===== config.mk =====
export PLATFORM = sky130hd
export DESIGN_NAME = framed_message_parser_flat
export DESIGN_NICKNAME = d
export VERILOG_FILES = /design/src/hdl/fmp_pkg.sv /design/src/hdl/fmp_channels.sv /design/src/hdl/framed_message_parser.sv /design/src/hdl/fmp_payload_store.sv /design/src/flat_wrapper.sv
export SDC_FILE = /design/constraint.sdc
export NUM_CORES = 1
export LEC_CHECK = 0
export BUFFER_PORTS_ARGS = -buffer_cell sky130_fd_sc_hd__clkbuf_2
export CAP_MARGIN = 40
export CORE_ASPECT_RATIO = 0.6
export CORE_MARGIN = 1
export CORE_UTILIZATION = 42
export CTS_CLUSTER_SIZE = 24
export DETAILED_ROUTE_END_ITERATION = 8
export GPL_TIMING_DRIVEN = 0
export HOLD_SLACK_MARGIN = 0.08
export SYNTH_ARGS = -nofsm -noshare
export SYNTH_HDL_FRONTEND = slang
export SYNTH_HIERARCHICAL = 1
export SYNTH_SLANG_ARGS = --single-unit

===== constraint.sdc =====
create_clock -name clock -period 6.55 [get_ports clock]
set_input_delay 0.3275 -clock clock [delete_from_list [all_inputs] [get_ports clock]]
set_output_delay 0.3275 -clock clock [all_outputs]
set_load 0.05 [all_outputs]

===== src/hdl/fmp_pkg.sv =====
`timescale 1ns / 1ps

package fmp_pkg;

   // Parser phases, one-hot
   typedef enum logic [4:0] {
      PH_HEAD1 = 5'b00001,
      PH_HEAD2 = 5'b00010,
      PH_LEN   = 5'b00100,
      PH_DATA  = 5'b01000,
      PH_SUM   = 5'b10000
   } fmp_phase_type;

   // Event reported with every transfer
   typedef enum logic [2:0] {
      EV_NONE       = 3'd0,
      EV_HEADER_ERR = 3'd1,
      EV_CHECK_ERR  = 3'd2,
      EV_HANDSHAKE  = 3'd3,
      EV_HOST_CMD   = 3'd4,
      EV_LASER_ACK  = 3'd5,
      EV_LASER_STAT = 3'd6,
      EV_IGNORED    = 3'd7
   } fmp_event_type;

   // Payload store write request
   typedef struct packed {
      logic       en;
      logic [7:0] pos;
      logic [7:0] data;
   } fmp_store_wr_type;

   localparam logic [7:0]  SYNC_FIRST     = 8'h55;
   localparam logic [7:0]  SYNC_SECOND    = 8'hAA;
   localparam logic [7:0]  HANDSHAKE_LEN  = 8'd1;
   localparam logic [7:0]  HANDSHAKE_CODE = 8'd1;
   localparam logic [7:0]  ACK_LEN        = 8'd2;
   localparam logic [7:0]  HOST_CMD_LEN   = 8'd12;
   localparam logic [7:0]  LASER_STAT_LEN = 8'd22;
   localparam logic [16:0] HOST_BIAS      = 17'd1750;
   localparam logic [16:0] LASER_BIAS     = 17'd1500;

   // Payload positions of the captured fields
   localparam logic [7:0] POS_B0      = 8'd0;
   localparam logic [7:0] POS_W01_HI  = 8'd1;
   localparam logic [7:0] POS_W23_HI  = 8'd3;
   localparam logic [7:0] POS_B4      = 8'd4;
   localparam logic [7:0] POS_B5      = 8'd5;
   localparam logic [7:0] POS_W14_HI  = 8'd15;
   localparam logic [7:0] POS_W16_HI  = 8'd17;

endpackage


===== src/hdl/fmp_channels.sv =====
`timescale 1ns / 1ps

interface fmp_req_if;
   import fmp_pkg::*;

   logic       valid;
   logic       ready;
   logic [7:0] rx_byte;

   modport source (output valid, output rx_byte, input ready);
   modport sink (input valid, input rx_byte, output ready);
endinterface

interface fmp_rsp_if;
   import fmp_pkg::*;

   logic               valid;
   logic               ready;
   logic [2:0]         event_res;
   logic signed [16:0] pitch_cmd;
   logic signed [16:0] yaw_cmd;
   logic [7:0]         capture_cmd;
   logic [7:0]         mode_cmd;
   logic [7:0]         laser_state;
   logic [7:0]         laser_pattern;
   logic               receiving;
   logic               handshake_done;
   logic               laser_ok;
   logic [31:0]        error_count;

   modport source (output valid, output event_res, output pitch_cmd, output yaw_cmd,
                   output capture_cmd, output mode_cmd, output laser_state,
                   output laser_pattern, output receiving, output handshake_done,
                   output laser_ok, output error_count, input ready);
   modport sink (input valid, input event_res, input pitch_cmd, input yaw_cmd,
                 input capture_cmd, input mode_cmd, input laser_state,
                 input laser_pattern, input receiving, input handshake_done,
                 input laser_ok, input error_count, output ready);
endinterface


===== src/hdl/framed_message_parser.sv =====
`timescale 1ns / 1ps

// Byte-serial frame parser. Frames are 0x55, 0xAA, a length byte, the payload
// and a checksum (low 8 bits of the payload sum plus the length).
// req_bus: one received byte per transfer. rsp_bus: exactly one result per
// byte: the event for that byte and every held command, status, flag and the
// error count as they stand after the byte.
// csr_wr_en / csr_wr_data select the peer kind (0 host link, 1 laser link);
// write it only while no result is pending.
// The result of a byte is valid in the cycle after its transfer. Throughput
// is one byte per cycle while rsp_bus is not stalled; the only per-byte loop
// is the update of the frame counters plus one payload memory write, and
// payload words are assembled from the memory's registered read port.
// While rsp_bus is stalled the result holds and req_bus.ready drops; a result
// taken in the same cycle frees the output register for the next byte.
// Reset (synchronous) returns the parser to waiting for 0x55, clears all held
// values, flags and the error count, and selects the host link. The payload
// memory needs no clearing: every field is read from entries written in the
// same frame.
module framed_message_parser #(
   parameter int PAYLOAD_DEPTH = 32
) (
   input  logic       clock,
   input  logic       reset,
   input  logic       csr_wr_en,
   input  logic       csr_wr_data,
   fmp_req_if.sink    req_bus,
   fmp_rsp_if.source  rsp_bus
);
   import fmp_pkg::*;

   logic               accept;
   logic [7:0]         rx;
   logic [7:0]         rd_data;
   logic [7:0]         rd_pos;
   fmp_store_wr_type   store_wr;

   logic               peer_kind_ff;
   logic               rsp_valid_ff;
   fmp_event_type      event_ff, event_in;
   fmp_phase_type      phase_ff, phase_in;
   logic [7:0]         frame_len_ff, frame_len_in;
   logic [7:0]         taken_ff, taken_in;
   logic [7:0]         sum_ff, sum_in;

   logic               b0_one_ff, b0_one_in;
   logic               b1_zero_ff, b1_zero_in;
   logic [15:0]        word01_ff, word01_in;
   logic [15:0]        word23_ff, word23_in;
   logic [7:0]         byte4_ff, byte4_in;
   logic [7:0]         byte5_ff, byte5_in;
   logic [15:0]        word14_ff, word14_in;
   logic [15:0]        word16_ff, word16_in;

   logic signed [16:0] pitch_ff, pitch_in;
   logic signed [16:0] yaw_ff, yaw_in;
   logic [7:0]         capture_ff, capture_in;
   logic [7:0]         mode_ff, mode_in;
   logic [7:0]         work_ff, work_in;
   logic [7:0]         code_ff, code_in;
   logic               recv_ff, recv_in;
   logic               shake_ff, shake_in;
   logic               laser_ff, laser_in;
   logic [31:0]        errors_ff, errors_in;

   // Accept a byte whenever the result register is empty or being drained
   assign req_bus.ready = !rsp_valid_ff || rsp_bus.ready;
   assign accept        = req_bus.valid && req_bus.ready;
   assign rx            = req_bus.rx_byte;

   // Store payload bytes; read back the most recently written position
   assign store_wr.en   = accept && (phase_ff == PH_DATA);
   assign store_wr.pos  = taken_ff;
   assign store_wr.data = rx;
   assign rd_pos        = store_wr.en ? taken_ff : (taken_ff - 8'd1);

   fmp_payload_store #(
      .DEPTH (PAYLOAD_DEPTH)
   ) u_store (
      .clock   (clock),
      .wr      (store_wr),
      .rd_pos  (rd_pos),
      .rd_data (rd_data)
   );

   // Advance the parser by one byte
   always_comb begin
      event_in     = EV_NONE;
      phase_in     = phase_ff;
      frame_len_in = frame_len_ff;
      taken_in     = taken_ff;
      sum_in       = sum_ff;
      b0_one_in    = b0_one_ff;
      b1_zero_in   = b1_zero_ff;
      word01_in    = word01_ff;
      word23_in    = word23_ff;
      byte4_in     = byte4_ff;
      byte5_in     = byte5_ff;
      word14_in    = word14_ff;
      word16_in    = word16_ff;
      pitch_in     = pitch_ff;
      yaw_in       = yaw_ff;
      capture_in   = capture_ff;
      mode_in      = mode_ff;
      work_in      = work_ff;
      code_in      = code_ff;
      recv_in      = recv_ff;
      shake_in     = shake_ff;
      laser_in     = laser_ff;
      errors_in    = errors_ff;

      case (phase_ff)
         PH_HEAD1: begin
            if (rx == SYNC_FIRST) begin
               recv_in  = 1'b1;
               phase_in = PH_HEAD2;
            end else begin
               errors_in = errors_ff + 32'd1;
               event_in  = EV_HEADER_ERR;
            end
         end
         PH_HEAD2: begin
            if (rx == SYNC_SECOND) begin
               phase_in = PH_LEN;
            end else begin
               phase_in  = PH_HEAD1;
               errors_in = errors_ff + 32'd1;
               event_in  = EV_HEADER_ERR;
            end
         end
         PH_LEN: begin
            frame_len_in = rx;
            taken_in     = 8'd0;
            sum_in       = 8'd0;
            phase_in     = PH_DATA;
         end
         PH_DATA: begin
            // a zero-length frame still takes one byte, left out of the sum
            if (frame_len_ff != 8'd0) begin
               sum_in = sum_ff + rx;
            end
            taken_in = taken_ff + 8'd1;
            if (taken_in >= frame_len_ff) begin
               phase_in = PH_SUM;
            end
            // capture fields; word low bytes come from the store
            case (taken_ff)
               POS_B0:     b0_one_in = (rx == HANDSHAKE_CODE);
               POS_W01_HI: begin
                  word01_in  = {rx, rd_data};
                  b1_zero_in = (rx == 8'd0);
               end
               POS_W23_HI: word23_in = {rx, rd_data};
               POS_B4:     byte4_in  = rx;
               POS_B5:     byte5_in  = rx;
               POS_W14_HI: word14_in = {rx, rd_data};
               POS_W16_HI: word16_in = {rx, rd_data};
               default:    ;
            endcase
         end
         PH_SUM: begin
            if ((sum_ff + frame_len_ff) == rx) begin
               recv_in  = 1'b0;
               event_in = EV_IGNORED;
               if (!peer_kind_ff) begin
                  if (frame_len_ff == HANDSHAKE_LEN && b0_one_ff) begin
                     shake_in = 1'b1;
                     event_in = EV_HANDSHAKE;
                  end else if (frame_len_ff == HOST_CMD_LEN) begin
                     pitch_in   = signed'({1'b0, word01_ff} - HOST_BIAS);
                     yaw_in     = signed'({1'b0, word23_ff} - HOST_BIAS);
                     capture_in = byte4_ff;
                     mode_in    = byte5_ff;
                     event_in   = EV_HOST_CMD;
                  end
               end else begin
                  if (frame_len_ff == ACK_LEN && b1_zero_ff) begin
                     laser_in = 1'b1;
                     event_in = EV_LASER_ACK;
                  end else if (frame_len_ff == LASER_STAT_LEN) begin
                     laser_in = 1'b1;
                     work_in  = byte4_ff;
                     code_in  = byte5_ff;
                     pitch_in = signed'(LASER_BIAS - {1'b0, word14_ff});
                     yaw_in   = signed'(LASER_BIAS - {1'b0, word16_ff});
                     event_in = EV_LASER_STAT;
                  end
               end
            end else begin
               errors_in = errors_ff + 32'd1;
               event_in  = EV_CHECK_ERR;
            end
            frame_len_in = 8'd0;
            taken_in     = 8'd0;
            sum_in       = 8'd0;
            phase_in     = PH_HEAD1;
         end
         default: begin
            phase_in = PH_HEAD1;
         end
      endcase
   end

   // Hold configuration
   always_ff @(posedge clock) begin
      if (reset) begin
         peer_kind_ff <= 1'b0;
      end else if (csr_wr_en) begin
         peer_kind_ff <= csr_wr_data;
      end
   end

   // Track the result register
   always_ff @(posedge clock) begin
      if (reset) begin
         rsp_valid_ff <= 1'b0;
      end else if (accept) begin
         rsp_valid_ff <= 1'b1;
      end else if (rsp_bus.ready) begin
         rsp_valid_ff <= 1'b0;
      end
   end

   // Update parser state and held values on each transfer
   always_ff @(posedge clock) begin
      if (reset) begin
         event_ff     <= EV_NONE;
         phase_ff     <= PH_HEAD1;
         frame_len_ff <= 8'd0;
         taken_ff     <= 8'd0;
         sum_ff       <= 8'd0;
         pitch_ff     <= '0;
         yaw_ff       <= '0;
         capture_ff   <= 8'd0;
         mode_ff      <= 8'd0;
         work_ff      <= 8'd0;
         code_ff      <= 8'd0;
         recv_ff      <= 1'b0;
         shake_ff     <= 1'b0;
         laser_ff     <= 1'b0;
         errors_ff    <= 32'd0;
      end else if (accept) begin
         event_ff     <= event_in;
         phase_ff     <= phase_in;
         frame_len_ff <= frame_len_in;
         taken_ff     <= taken_in;
         sum_ff       <= sum_in;
         pitch_ff     <= pitch_in;
         yaw_ff       <= yaw_in;
         capture_ff   <= capture_in;
         mode_ff      <= mode_in;
         work_ff      <= work_in;
         code_ff      <= code_in;
         recv_ff      <= recv_in;
         shake_ff     <= shake_in;
         laser_ff     <= laser_in;
         errors_ff    <= errors_in;
      end
   end

   // Capture frame fields
   always_ff @(posedge clock) begin
      if (accept) begin
         b0_one_ff  <= b0_one_in;
         b1_zero_ff <= b1_zero_in;
         word01_ff  <= word01_in;
         word23_ff  <= word23_in;
         byte4_ff   <= byte4_in;
         byte5_ff   <= byte5_in;
         word14_ff  <= word14_in;
         word16_ff  <= word16_in;
      end
   end

   // Drive the result channel
   assign rsp_bus.valid          = rsp_valid_ff;
   assign rsp_bus.event_res      = event_ff;
   assign rsp_bus.pitch_cmd      = pitch_ff;
   assign rsp_bus.yaw_cmd        = yaw_ff;
   assign rsp_bus.capture_cmd    = capture_ff;
   assign rsp_bus.mode_cmd       = mode_ff;
   assign rsp_bus.laser_state    = work_ff;
   assign rsp_bus.laser_pattern  = code_ff;
   assign rsp_bus.receiving      = recv_ff;
   assign rsp_bus.handshake_done = shake_ff;
   assign rsp_bus.laser_ok       = laser_ff;
   assign rsp_bus.error_count    = errors_ff;

endmodule


===== src/hdl/fmp_payload_store.sv =====
`timescale 1ns / 1ps

module fmp_payload_store #(
   parameter int DEPTH = 32
) (
   input  logic                     clock,
   input  fmp_pkg::fmp_store_wr_type wr,
   input  logic [7:0]               rd_pos,
   output logic [7:0]               rd_data
);
   import fmp_pkg::*;

   localparam int IDX_W = (DEPTH > 1) ? $clog2(DEPTH) : 1;

   logic [7:0]       payload_mem_ff [DEPTH];
   logic [7:0]       rd_data_ff;
   logic             wr_hit;
   logic             rd_hit;
   logic [IDX_W-1:0] wr_idx;
   logic [IDX_W-1:0] rd_idx;

   // Only positions inside the store are kept
   assign wr_hit = wr.en && ({1'b0, wr.pos} < 9'(DEPTH));
   assign rd_hit = {1'b0, rd_pos} < 9'(DEPTH);
   assign wr_idx = wr.pos[IDX_W-1:0];
   assign rd_idx = rd_pos[IDX_W-1:0];

   // Write the received byte
   always_ff @(posedge clock) begin
      if (wr_hit) begin
         payload_mem_ff[wr_idx] <= wr.data;
      end
   end

   // Register the read, forward a same-cycle write to the same entry
   always_ff @(posedge clock) begin
      if (wr_hit && (wr.pos == rd_pos)) begin
         rd_data_ff <= wr.data;
      end else if (rd_hit) begin
         rd_data_ff <= payload_mem_ff[rd_idx];
      end
   end

   assign rd_data = rd_data_ff;

endmodule

===== src/flat_wrapper.sv =====
// flat-port wrapper written by rule: the top's interface ports become plain ports
module framed_message_parser_flat import fmp_pkg::*;
#(
   parameter int PAYLOAD_DEPTH = 32
)
  (clock, reset, csr_wr_en, csr_wr_data, req_bus_valid, req_bus_rx_byte, req_bus_ready, rsp_bus_valid, rsp_bus_event_res, rsp_bus_pitch_cmd, rsp_bus_yaw_cmd, rsp_bus_capture_cmd, rsp_bus_mode_cmd, rsp_bus_laser_state, rsp_bus_laser_pattern, rsp_bus_receiving, rsp_bus_handshake_done, rsp_bus_laser_ok, rsp_bus_error_count, rsp_bus_ready);
  fmp_req_if req_bus_i ();
  fmp_rsp_if rsp_bus_i ();
  input  logic clock;
  input  logic reset;
  input  logic csr_wr_en;
  input  logic csr_wr_data;
  input wire logic [$bits(req_bus_i.valid)-1:0] req_bus_valid;
  input wire logic [$bits(req_bus_i.rx_byte)-1:0] req_bus_rx_byte;
  output wire logic [$bits(req_bus_i.ready)-1:0] req_bus_ready;
  output wire logic [$bits(rsp_bus_i.valid)-1:0] rsp_bus_valid;
  output wire logic [$bits(rsp_bus_i.event_res)-1:0] rsp_bus_event_res;
  output wire logic [$bits(rsp_bus_i.pitch_cmd)-1:0] rsp_bus_pitch_cmd;
  output wire logic [$bits(rsp_bus_i.yaw_cmd)-1:0] rsp_bus_yaw_cmd;
  output wire logic [$bits(rsp_bus_i.capture_cmd)-1:0] rsp_bus_capture_cmd;
  output wire logic [$bits(rsp_bus_i.mode_cmd)-1:0] rsp_bus_mode_cmd;
  output wire logic [$bits(rsp_bus_i.laser_state)-1:0] rsp_bus_laser_state;
  output wire logic [$bits(rsp_bus_i.laser_pattern)-1:0] rsp_bus_laser_pattern;
  output wire logic [$bits(rsp_bus_i.receiving)-1:0] rsp_bus_receiving;
  output wire logic [$bits(rsp_bus_i.handshake_done)-1:0] rsp_bus_handshake_done;
  output wire logic [$bits(rsp_bus_i.laser_ok)-1:0] rsp_bus_laser_ok;
  output wire logic [$bits(rsp_bus_i.error_count)-1:0] rsp_bus_error_count;
  input wire logic [$bits(rsp_bus_i.ready)-1:0] rsp_bus_ready;
  assign req_bus_i.valid = req_bus_valid;
  assign req_bus_i.rx_byte = req_bus_rx_byte;
  assign req_bus_ready = req_bus_i.ready;
  assign rsp_bus_valid = rsp_bus_i.valid;
  assign rsp_bus_event_res = rsp_bus_i.event_res;
  assign rsp_bus_pitch_cmd = rsp_bus_i.pitch_cmd;
  assign rsp_bus_yaw_cmd = rsp_bus_i.yaw_cmd;
  assign rsp_bus_capture_cmd = rsp_bus_i.capture_cmd;
  assign rsp_bus_mode_cmd = rsp_bus_i.mode_cmd;
  assign rsp_bus_laser_state = rsp_bus_i.laser_state;
  assign rsp_bus_laser_pattern = rsp_bus_i.laser_pattern;
  assign rsp_bus_receiving = rsp_bus_i.receiving;
  assign rsp_bus_handshake_done = rsp_bus_i.handshake_done;
  assign rsp_bus_laser_ok = rsp_bus_i.laser_ok;
  assign rsp_bus_error_count = rsp_bus_i.error_count;
  assign rsp_bus_i.ready = rsp_bus_ready;
  framed_message_parser #(.PAYLOAD_DEPTH(PAYLOAD_DEPTH)) u_core (.clock(clock), .reset(reset), .csr_wr_en(csr_wr_en), .csr_wr_data(csr_wr_data), .req_bus(req_bus_i), .rsp_bus(rsp_bus_i));
endmodule

==> out/qor.yml, run 1 <==
synthesis:
  synth.largest_area_cell: "edfxtp_1"
  synthArstFlopShare: 0
  number_of_distinct_library_cell_variants_in_the_gate_level_netlist_after_synthesis: 80
  synth_warnings: 6
  netlist_top_cells_area: "edfxtp_1 49%, dfxtp_1 13%, mux4_2 5.2%"
  netlist_area_um2: 21280
  synth-seq-area-share: 0.6153
  netlist_instances: 1586
  synth_most_common_cell: "edfxtp_1"
  syn_area_per_cell_um2: 13.42
  synth.cells.most_frequent: "346 x edfxtp_1, 172 x nor2_1, 135 x dfxtp_1, 77 x mux2i_1, 71 x a21oi_1"
  synth_edf_count: 346
  yosys.area.top_type_share: 0.4883
  ys_ff_latch: 481
  ys.flop_type: "edfxtp_1"
  mappedNetlistNets: 1633
timing:
  totalNegativeSetupSlack_ns: 0
  clock.fmax_mhz: 204.8
  rsz_0062_raised_after_global_routing: "no"
  count_of_pins_over_their_slew_limit: 0
  finalWorstPathRequiredPeriod_ns: 4.883
  fin_crit_sh: 0.7455
  skew_ns: 0.02411
  slew-limit-headroom: 0.3552
  setup_viol_count_final: 0
  timing_hold_violations_final: 0
  worst_slew_pin_slew_ns: 0.9637
  finalHoldWorstSlack_ns: 0.1566
die:
  io-pin-count: 120
  die_area_um2: 51600
  die_width_um: 292.6
  core-area_um2: 49660
  initial_utilization: 0.4285
  floorplan_row_count: 63
  die-height_um: 176.4
layout:
  antennaDiodeCount: 0
  num-nets-final: 1831
  final_core_util: 0.4929
  layout.cell_area.non_filler_um2: 24480
  area_growth_pct: 15.02
  drive_gt1_frac: 0.1913
global_route:
  maximum_number_of_pins_on_one_net_before_global_route_repair: 34
  grt_antenna_before_repair: 1
  grt.total_usage: 0.2293
  grt_pass1_vias: 13710
  globalRoute.totalOverflow: 0
  wire_length_of_the_first_global_routing_pass_um: 87890
clock_network:
  clk_transition_reported_paths_ns: 0.06
  cts_tree: "built"
  clockBufferDepth: 3
  h-tree-depth: 2
  total_cts_buffers: 44
  cts_root_buffer: "clkbuf_16"
  cts.sinks: 481
  insertion_delay_ns: 0.57
  cts-resized-gates: 0
worst_setup_path:
  timing.critical_path.from_type: "register"
  timing.critical_path.cells: "buf_2, nor2_1, nand3_1, or2_2, inv_1, clkbuf_1, xnor2_1, buf_6, buf_12, buf_6, nor2b_1, nand2_1, o221ai_1, a211oi_1, buf_2, o31ai_1"
  worstPathArrival_ns: 5.24
  crit_fanout: 10
  timing.critical_path.to_type: "register"
  critPathMaxStageDelay_ns: 0.60
  reg2reg_slack_ns: 1.67
  cp_slowest_cell: "nor2b_1"
  worst-setup-path-type: "register to register"
  cp.required_ns: 6.90
  cp_top_family: "simple AND/OR/NAND/NOR gates"
  critical_path.n_buffers_inverters: 7
route:
  routed_wire_length_per_instance_um: 23.80
  detail_route.iter0.violations: 1447
  post_route_drc: 0
  detailroute.via_count: 14440
  drt_first_pass_iters: 6
  number_of_vias_per_cell_after_detailed_routing: 5.850
  route.antenna.remaining_nets: 0
  wirelength_um: 58750
pwr:
  ir_drop_uv: 187.1
  report.power.total_mw: 5.980
  power_density_nw_per_um2: 244.3
  leakagePower_nw: 8.636
placement:
  gpl.final_weighted_congestion: 0.9129
  placed_area_um2: 22990
  post-dp-hpwl_um: 41980
  portBuffers: 119
job:
  timing.max_cap.violations: 0
worst_hold_path:
  hold_path.class: "input pin to register"
run_status:
  status: "complete, no violations"
==> power by group <==
group | switching [mW] | leakage, nW | internal [mW]
logic | 0.117 | 3.74 | 0.0375
clock network | 1.14 | 0.702 | 1.43
registers | 0.00197 | 4.20 | 3.25
total | 1.26 | 8.64 | 4.72
==> timing repair <==
action | 4_1_cts | 5_1_grt
buffers inserted | 0 | 0
hold buffers | 4 | 0
endpoints found under the hold margin | 3 | 0
==> layout by cell type (no fill, tap or decap), types with 38 or more instances in the layout <==
| master | n |
|---|---|
| clkbuf_2 | 119 |
| nand2_1 | 67 |
| nor2_1 | 172 |
| xnor2_1 | 55 |
| mux4_2 | 49 |
| nand3_1 | 38 |
| a21oi_1 | 71 |
| clkbuf_1 | 49 |
| clkbuf_16 | 44 |
| mux2i_1 | 77 |
| edfxtp_1 | 346 |
| dfxtp_1 | 135 |
==> registers in the layout, indices dropped and copies added (netlist names), 8 cells and up <==
name and flops:
u_core/word14_ff 16, u_core/sum_ff 8, u_core/rsp_bus.mode_cmd 8, u_core/word16_ff 16, u_core/rsp_bus.pitch_cmd 17, u_core/rsp_bus.laser_pattern 8, u_core/byte4_ff 8, u_core/word01_ff 16
u_core/rsp_bus.laser_state 8, u_core/u_store/payload_mem_ff 256, u_core/rsp_bus.capture_cmd 8, u_core/frame_len_ff 8, u_core/rsp_bus.error_count 32, u_core/u_store/rd_data 8, u_core/byte5_ff 8, u_core/rsp_bus.yaw_cmd 17
u_core/taken_ff 8, u_core/word23_ff 16
==> worst paths after layout <==
| kind | from | to | depth (start not counted) |
|---|---|---|---|
| min reg2reg | u_core/rsp_bus.event_res[2] | u_core/rsp_bus.event_res[2] | 2 |
| min | rsp_bus_ready | u_core/rsp_bus.valid | 3 |
| max | u_core/phase_ff[2] | u_core/u_store/rd_data[4] | 16 |
| max reg2reg | u_core/phase_ff[2] | u_core/u_store/rd_data[4] | 16 |
==> area by class of cell <==
| cell class | instances | area (µm²) |
|---|---|---|
| Fill cell | 4272 | 25180 |
| Clock inverter | 24 | 236.5 |
| Tap cell | 650 | 813.3 |
| Timing Repair Buffer | 152 | 965.9 |
| Buffer | 82 | 462.9 |
| Sequential cell | 481 | 13090 |
| Clock buffer | 57 | 1170 |
| Multi-Input combinational cell | 986 | 7596 |
| Inverter | 37 | 138.9 |
==> worst register-to-register path, delay by kind of cell (launching register included) <==
kind            cells  cell delay, ns
simple gates        5            1.84
buf+inv             7            1.60
compound gates      3            0.69
flops               1            0.29
xor+xnor            1            0.26
==> cells by family after synthesis <==
kind of cell,share of synthesized area
compound gates,0.09202
xor+xnor,0.03787
fa+ha+maj,0.02011
buf+inv,0.02828
flops,0.6153
mux,0.09567
simple gates,0.1108
==> through the flow <==
stage	cells	setup WS, ns
4_1_cts	2463	1.711
3_3_place_gp	2355	1.710
3_5_place_dp	2378	1.731
6_report	2469	1.667
5_1_grt	2469	1.410
2_1_floorplan	1586	2.659
==> metal layers <==
| layer | track usage | vias up | part of all wire |
|---|---|---|---|
| met2 | 0.3096 | 623 | 0.40 |
| met1 | 0.3663 | 7302 | 0.49 |
| met3 | 0.06219 | 66 | 0.10 |
| met5 | 0 | - | 0 |
| met4 | 0.03599 | 0 | 0.012 |
| li1 | - | 6452 | - |
Power figures use the tool's default switching activity.
==> inputs of run 2 (changes only) <==
==> constraint.sdc (replaced) <==
create_clock -name clock -period 3.9 [get_ports clock]
set_input_delay 0.195 -clock clock [delete_from_list [all_inputs] [get_ports clock]]
set_output_delay 0.195 -clock clock [all_outputs]
set_load 0.05 [all_outputs]
==> run 2 against run 1 <==
Net effect: the flow now finishes with violations (negative setup slack); first-iteration DRC count fell by 3.2%; non-clock buffer count rose by 18; maximum frequency rose by 24%; clock power rose by 68%; design area rose by 1.4%; setup slack got worse by 1.7 ns; sequential share of layout area fell by 0.74 points; sequential power rose by 68%; via count rose by 0.51%; global-route usage barely moved; critical path depth fell by 3; largest cell class unchanged.
==> out/qor.yml, run 2 (same netlist as run 1, synthesis figures left out) <==
pwr:
  power.share.sequential: 0.544  # about the same
  report.power.total_mw: 10.05  # was 5.980 mW
  leakagePower_nw: 8.802  # was 8.636 nW
  clkPwrFrac: 0.430  # about the same
  power_density_nw_per_um2: 405.1  # was 244.3 nW/µm²
  combinationalPowerShare: 0.026  # about the same
  p_int_mw: 7.924  # was 4.718 mW
  switching_share: 0.2119  # was 0.2112
  p_sw_mw: 2.130  # was 1.263 mW
  ir_drop_uv: 314.3  # was 187.1 µV
die:
  io-pin-count: 120  # unchanged
  die-height_um: 176.4  # unchanged
  core-area_um2: 49660  # unchanged
  floorplan_row_count: 63  # unchanged
  die_width_um: 292.6  # unchanged
  die_area_um2: 51600  # unchanged
  initial_utilization: 0.4285  # unchanged
run_status:
  status: "complete, but fails checks"  # was complete, no violations
  violations: "negative setup slack"
route:
  route.antenna.remaining_nets: 0  # unchanged
  post_route_drc: 0  # unchanged
  drt_first_pass_iters: 5  # was 6
  detail_route.iter0.violations: 1401  # was 1447
  number_of_vias_per_cell_after_detailed_routing: 5.837  # was 5.850
  routed_wire_length_per_instance_um: 23.75  # was 23.80 µm
  wirelength_um: 59060  # was 58750 µm
  detailroute.via_count: 14520  # was 14440
timing:
  post-route-worst-setup-slack_ns: -0.02380  # was 1.667 ns
  skew_ns: 0.02504  # was 0.02411 ns
  timing_hold_violations_final: 0  # unchanged
  finalWorstPathRequiredPeriod_ns: 3.924  # was 4.883 ns
  slew-limit-headroom: 0.3922  # was 0.3552
  totalNegativeSetupSlack_ns: -0.02380  # was 0 ns
  setup_viol_count_final: 1  # was 0
  fin_crit_sh: 1.006  # was 0.7455
  worst_slew_pin_slew_ns: 0.9042  # was 0.9637 ns
  clock.fmax_mhz: 254.9  # was 204.8 MHz
  count_of_pins_over_their_slew_limit: 0  # unchanged
  rsz_0062_raised_after_global_routing: "yes"  # was no
worst_hold_path:
  min_delay_worst_endpoint: "u_core/u_store/payload_mem_ff[5][2]"  # was u_core/rsp_bus.valid
  hold_path.class: "input pin to register"  # unchanged
  hold_start: "req_bus_rx_byte[2]"  # was rsp_bus_ready
  hold-path-cell-count: 1  # was 3
placement:
  post-place-cells: 2378  # unchanged
  post-dp-hpwl_um: 41980  # unchanged
  portBuffers: 119  # unchanged
  placed_area_um2: 22990  # unchanged
  gpl.final_weighted_congestion: 0.9129  # unchanged
job:
  timing.max_cap.violations: 0  # unchanged
layout:
  final_core_util: 0.4997  # was 0.4929
  fin_cells: 2487  # was 2469
  layout.cell_area.non_filler_um2: 24820  # was 24480 µm²
  antennaDiodeCount: 0  # unchanged
  num-nets-final: 1849  # was 1831
  most-common-layout-cells: "346 x edfxtp_1, 162 x nor2_1, 135 x dfxtp_1"  # was 346 x edfxtp_1, 172 x nor2_1, 135 x dfxtp_1
  area_growth_pct: 16.63  # was 15.02%
  ff_latch_area_um2: 13090  # unchanged
  max_ffs_per_register: 256  # unchanged
  drive_gt1_frac: 0.2161  # was 0.1913
  num-fill-cells: 4255  # was 4272
  layout.cells.most_common: "edfxtp_1"  # unchanged
  multi_input_comb_area_um2: 7737  # was 7596 µm²
  regMostFlops: "u_core/u_store/payload_mem_ff"  # unchanged
worst_setup_path:
  cp_slowest_cell: "a2111oi_0"  # was nor2b_1
  critical_path.n_buffers_inverters: 2  # was 7
  worstPathArrival_ns: 4.24  # was 5.24 ns
  cp_top_family: "compound AO/OA/AOI/OAI gates"  # was simple AND/OR/NAND/NOR gates
  critPathMaxStageDelay_ns: 0.57  # was 0.60 ns
  timing.critical_path.cells: "buf_6, nor2_1, nand3_2, or2_2, nand2_1, nor3_1, xor2_1, clkbuf_4, mux4_2, nor2_1, a2111oi_0, a2111oi_0, o31ai_1"  # was buf_2, nor2_1, nand3_1, or2_2, inv_1, clkbuf_1, xnor2_1, buf_6, buf_12, buf_6, nor2b_1, nand2_1, o221ai_1, a211oi_1, buf_2, o31ai_1
  cp.required_ns: 4.21  # was 6.90 ns
  r2r-start: "u_core/phase_ff[4]"  # was u_core/phase_ff[2]
  reg2reg_slack_ns: -0.02  # was 1.67 ns
  timing.critical_path.from_type: "register"  # unchanged
  timing.reg2reg.worst_path_depth: 13  # was 16
  crit_fanout: 10  # unchanged
  worst-setup-path-type: "register to register"  # unchanged
  timing.critical_path.to_type: "register"  # unchanged
  rr_endpoint: "u_core/u_store/rd_data[7]"  # was u_core/u_store/rd_data[4]
clock_network:
  clockBufferDepth: 3  # unchanged
  clk_transition_reported_paths_ns: 0.07  # was 0.06 ns
  total_cts_buffers: 44  # unchanged
  cts_tree: "built"  # unchanged
  insertion_delay_ns: 0.57  # about the same
  cts.sinks: 481  # unchanged
  h-tree-depth: 2  # unchanged
  cts_root_buffer: "clkbuf_16"  # unchanged
global_route:
  globalRoute.totalOverflow: 0  # unchanged
  grt_antenna_before_repair: 1  # unchanged
  maximum_number_of_pins_on_one_net_before_global_route_repair: 34  # unchanged
  grt_pass1_vias: 13770  # was 13710
  grt.total_usage: 0.2297  # was 0.2293
  wire_length_of_the_first_global_routing_pass_um: 88120  # was 87890 µm
==> run 2: worst max-delay path by stage <==
| stage | endpoint | from | cells past startpoint |
|---|---|---|---|
| floorplan | u_core/u_store/rd_data[6] | u_core/rsp_bus.valid | 12 |
| global placement | u_core/u_store/rd_data[5] | u_core/phase_ff[2] | 14 |
| detailed placement | u_core/u_store/rd_data[5] | u_core/phase_ff[2] | 14 |
| CTS | u_core/u_store/rd_data[6] | u_core/phase_ff[2] | 11 |
| global route | u_core/u_store/rd_data[0] | u_core/phase_ff[2] | 13 |
| finish | u_core/u_store/rd_data[7] | u_core/phase_ff[4] | 13 |
==> run 2: final cells by class <==
type	count	share of cell area
buffer	81	0.01991
clock buffer	57	0.04714
clock inverter	24	0.009529
inverter	37	0.005747
multi-input combinational	986	0.3118
sequential	481	0.5276
tap	650	0.03277
timing repair buffer	171	0.04558
==> run 2: what timing repair did <==
item                       4_1_cts  5_1_grt
hold buffers                     5        0
resized for setup               18       34
pin swaps                        3        6
setup buffers                    2       19
hold endpoints to repair         3        0
setup endpoints to repair      218      157
==> run 2: stage by stage <==
| stage | worst slack (ns) | hold slack, ns |
|---|---|---|
| 5_1_grt | -0.06292 | 0.1861 |
| 2_1_floorplan | 0.008572 | 0.2939 |
| 4_1_cts | 0.002287 | 0.1699 |
| 6_report | -0.02380 | 0.1883 |
| 3_5_place_dp | -0.9195 | 0.4465 |
| 3_3_place_gp | -0.9404 | 0.4464 |
==> run 2: metal layers <==
metal | routed length (µm) | up-vias | GRT usage | share of wire
met5 | 0 | - | 0 | 0
met4 | 699 | 0 | 0.03665 | 0.012
met3 | 5940 | 63 | 0.06168 | 0.10
met2 | 23710 | 624 | 0.3112 | 0.40
met1 | 28710 | 7331 | 0.3663 | 0.49
li1 | - | 6499 | - | -
==> run 2: power groups by stage <==
stage	clock, mW	combinational, mW	sequential (mW)
5_1_grt	4.62	0.280	5.46
6_report	4.33	0.262	5.46
2_1_floorplan	0	0.0903	5.59
3_3_place_gp	0	0.231	5.58
4_1_cts	4.41	0.263	5.46
3_5_place_dp	0	0.258	5.58
==> inputs of run 3 (changes only) <==
--- a/config.mk
+++ b/config.mk
@@ -5,6 +5,7 @@
 export SDC_FILE = /design/constraint.sdc
 export NUM_CORES = 1
 export LEC_CHECK = 0
+export ABC_AREA = 1
 export BUFFER_PORTS_ARGS = -buffer_cell sky130_fd_sc_hd__clkbuf_2
 export CAP_MARGIN = 40
 export CORE_ASPECT_RATIO = 0.6
@@ -13,7 +14,6 @@
 export CTS_CLUSTER_SIZE = 24
 export DETAILED_ROUTE_END_ITERATION = 8
 export GPL_TIMING_DRIVEN = 0
-export HOLD_SLACK_MARGIN = 0.08
 export SYNTH_ARGS = -nofsm -noshare
 export SYNTH_HDL_FRONTEND = slang
 export SYNTH_HIERARCHICAL = 1
==> run 3 against run 2 <==
Net effect: the flow now finishes without violations; global-route usage is 2.5 points higher; worst hold slack got worse by 0.11 ns; final cell count grew 44%; clock power rose by 16%; non-clock buffer count fell by 16; maximum frequency increased by 7.5%; first-iteration DRC count increased by 67%; sequential power increased by 2%; critical path depth is 3 higher; via count increased by 33%; synthesized area increased by 8.0%; sequential share of layout area is 3.2 points lower.
==> out/qor.yml, run 3 <==
run_status:
  status: "complete, no violations"  # was complete, but fails checks
worst_setup_path:
  timing.reg2reg.worst_path_depth: 16  # was 13
  cp.required_ns: 4.21  # about the same
  worst-setup-path-type: "register to register"  # unchanged
  r2r-start: "u_core/phase_ff[1]"  # was u_core/phase_ff[4]
  timing.critical_path.to_type: "register"  # unchanged
  crit_end: "u_core/u_store/rd_data[2]"  # was u_core/u_store/rd_data[7]
  timing.critical_path.from_type: "register"  # unchanged
  worstPathArrival_ns: 3.96  # was 4.24 ns
  crit_fanout: 10  # unchanged
  rr_endpoint: "u_core/u_store/rd_data[2]"  # was u_core/u_store/rd_data[7]
  reg2reg_slack_ns: 0.25  # was -0.02 ns
  cp-startpoint: "u_core/phase_ff[1]"  # was u_core/phase_ff[4]
global_route:
  maximum_number_of_pins_on_one_net_before_global_route_repair: 36  # was 34
  globalRoute.totalOverflow: 0  # unchanged
  grt_pass1_vias: 17590  # was 13770
  grt.total_usage: 0.2551  # was 0.2297
  grt_antenna_before_repair: 2  # was 1
  wire_length_of_the_first_global_routing_pass_um: 106700  # was 88120 µm
timing:
  post-route-worst-setup-slack_ns: 0.2494  # was -0.02380 ns
  count_of_pins_over_their_slew_limit: 0  # unchanged
  finalWorstPathRequiredPeriod_ns: 3.651  # was 3.924 ns
  rsz_0062_raised_after_global_routing: "no"  # was yes
  setup_viol_count_final: 0  # was 1
  timing_hold_violations_final: 0  # unchanged
  clock.fmax_mhz: 273.9  # was 254.9 MHz
  totalNegativeSetupSlack_ns: 0  # was -0.02380 ns
  slew-limit-headroom: 0.3305  # was 0.3922
  fin_crit_sh: 0.9361  # was 1.006
  skew_ns: 0.01909  # was 0.02504 ns
  worst_slew_pin_slew_ns: 1.001  # was 0.9042 ns
synthesis:
  synthArstFlopShare: 0  # unchanged
  synth_warnings: 6  # unchanged
  number_of_distinct_library_cell_variants_in_the_gate_level_netlist_after_synthesis: 45  # was 80
  ys.flop_type: "edfxtp_1"  # unchanged
  synth-seq-area-share: 0.5698  # was 0.6153
  mappedNetlistNets: 2691  # was 1633
  synth_edf_count: 346  # unchanged
  syn_area_per_cell_um2: 8.691  # was 13.42 µm²
  synth.cells.most_frequent: "840 x nand2_1, 346 x edfxtp_1, 268 x inv_1, 267 x nand3_1, 259 x nor2_1"  # was 346 x edfxtp_1, 172 x nor2_1, 135 x dfxtp_1, 77 x mux2i_1, 71 x a21oi_1
  yosys.area.top_type_share: 0.4522  # was 0.4883
  synth_most_common_cell: "nand2_1"  # was edfxtp_1
  netlist_area_um2: 22980  # was 21280 µm²
  synth.largest_area_cell: "edfxtp_1"  # unchanged
  netlist_instances: 2644  # was 1586
  ys_ff_latch: 481  # unchanged
  netlist_top_cells_area: "edfxtp_1 45%, nand2_1 14%, dfxtp_1 12%"  # was edfxtp_1 49%, dfxtp_1 13%, mux4_2 5.2%
placement:
  post-place-cells: 3483  # was 2378
  pre_cts_ws_ns: 0.2304  # was -0.9195 ns
  gpl.final_weighted_congestion: 1.009  # was 0.9129
  portBuffers: 119  # unchanged
  post-dp-hpwl_um: 52040  # was 41980 µm
clock_network:
  total_cts_buffers: 47  # was 44
  cts_tree: "built"  # unchanged
  h-tree-depth: 2  # unchanged
  clockBufferDepth: 3  # unchanged
  cts.repair_timing.setup_buffer_count: 0  # was 2
  insertion_delay_ns: 0.57  # about the same
  cts.sinks: 481  # unchanged
  cts_root_buffer: "clkbuf_16"  # unchanged
  clk_transition_reported_paths_ns: 0.07  # about the same
route:
  post_route_drc: 0  # unchanged
  detailroute.via_count: 19330  # was 14520
  detail_route.iter0.violations: 2334  # was 1401
  drt_first_pass_iters: 5  # unchanged
  route.antenna.remaining_nets: 0  # unchanged
  number_of_vias_per_cell_after_detailed_routing: 5.410  # was 5.837
  wirelength_um: 71790  # was 59060 µm
  routed_wire_length_per_instance_um: 20.09  # was 23.75 µm
layout:
  most-common-layout-cells: "840 x nand2_1, 346 x edfxtp_1, 268 x inv_1"  # was 346 x edfxtp_1, 162 x nor2_1, 135 x dfxtp_1
  layout.cells.most_common: "nand2_1"  # was edfxtp_1
  fin_cells: 3573  # was 2487
  multi_input_comb_area_um2: 8294  # was 7737 µm²
  ff_latch_area_um2: 13090  # unchanged
  num-fill-cells: 4981  # was 4255
  drive_gt1_frac: 0.1143  # was 0.2161
  regMostFlops: "u_core/u_store/payload_mem_ff"  # unchanged
  area_growth_pct: 15.04  # was 16.63%
  antennaDiodeCount: 0  # unchanged
  num-nets-final: 2880  # was 1849
  max_ffs_per_register: 256  # unchanged
pwr:
  power_density_nw_per_um2: 456.7  # was 405.1 nW/µm²
  report.power.total_mw: 12.07  # was 10.05 mW
  ir_drop_uv: 304.0  # was 314.3 µV
  leakagePower_nw: 11.13  # was 8.802 nW
die:
  core-area_um2: 53270  # was 49660 µm²
  floorplan_row_count: 65  # was 63
  die_width_um: 304.0  # was 292.6 µm
  die-height_um: 183.2  # was 176.4 µm
  io-pin-count: 120  # unchanged
  initial_utilization: 0.4314  # was 0.4285
  die_area_um2: 55680  # was 51600 µm²
worst_hold_path:
  hold_path.class: "input pin to register"  # unchanged
job:
  timing.max_cap.violations: 0  # unchanged
run 3: critical path: stages (launching register included):
cell,delay [ns]
dfxtp_1,0.35
inv_1,0.07
nand2_1,0.15
inv_1,0.07
nand4_1,0.10
inv_1,0.14
nand2_2,0.24
nand2_1,0.10
xor2_1,0.15
clkbuf_1,0.22
inv_2,0.20
clkbuf_1,0.68
nand3_1,0.36
nand3_1,0.27
nand3_1,0.09
nand3_1,0.11
nand2_1,0.07
run 3: routing by layer:
| metal | up-vias | global-route usage | wire [µm] |
|---|---|---|---|
| met2 | 966 | 0.3327 | 26860 |
| met1 | 9192 | 0.4086 | 34800 |
| met3 | 117 | 0.06506 | 8646 |
| met5 | - | 0 | 12 |
| li1 | 9054 | - | - |
| met4 | 2 | 0.06132 | 1479 |
run 3: per-stage QoR:
step / hold slack, ns / util / area (µm²)
global route: 0.06759 / 0.4962 / 26430
global placement: 0.4571 / 0.4590 / 24450
CTS: 0.04408 / 0.4960 / 26420
detailed placement: 0.4592 / 0.4636 / 24690
finish: 0.07382 / 0.4962 / 26430
floorplan: 0.2939 / - / 22980
run 3: where the power goes:
group / total [mW] / switching [mW] / leakage [nW] / internal (mW)
Sequential: 5.58 / 0.0562 / 4.20 / 5.52
Combinational: 1.48 / 1.10 / 6.10 / 0.382
Clock: 5.01 / 2.03 / 0.832 / 2.99
Total: 12.1 / 3.18 / 11.1 / 8.89
run 3: worst min-delay path by stage:
stage                                         from  slack (ns)  cells past startpoint                       end
after floorplan                 req_bus_rx_byte[0]        0.29                      0        u_core/byte4_ff[0]
after global placement    u_core/rsp_bus.receiving        0.46                      2  u_core/rsp_bus.receiving
after detailed placement  u_core/rsp_bus.receiving        0.46                      2  u_core/rsp_bus.receiving
after CTS                                    reset        0.04                      4        u_core/phase_ff[1]
after global routing                         reset        0.07                      4        u_core/phase_ff[1]
final                                        reset        0.07                      4        u_core/phase_ff[1]
run 3: cell families (layout without fill, tap and decap cells):
logic type | after synthesis | in the layout | synth area share
fa+ha+maj | 33 | 33 | 0.01862
flops | 481 | 481 | 0.5698
simple gates | 1490 | 1490 | 0.2723
xor+xnor | 62 | 62 | 0.02363
compound gates | 197 | 197 | 0.04607
buf+inv | 381 | 607 | 0.06959
run 3: final cells by class:
cell class                      count  area share
Timing Repair Buffer              141     0.03309
Clock buffer                       56     0.04927
Buffer                             95     0.01983
Tap cell                          703     0.03327
Sequential cell                   481      0.4953
Multi-Input combinational cell   1782      0.3138
Clock inverter                     30     0.01491
Inverter                          285     0.04056
run 3: timing repair:
action / 4_1_cts / 5_1_grt
hold endpoints to repair: 2 / 0
resized for setup: 0 / 2
hold buffers: 3 / 0
endpoints found under the setup margin: 0 / 3
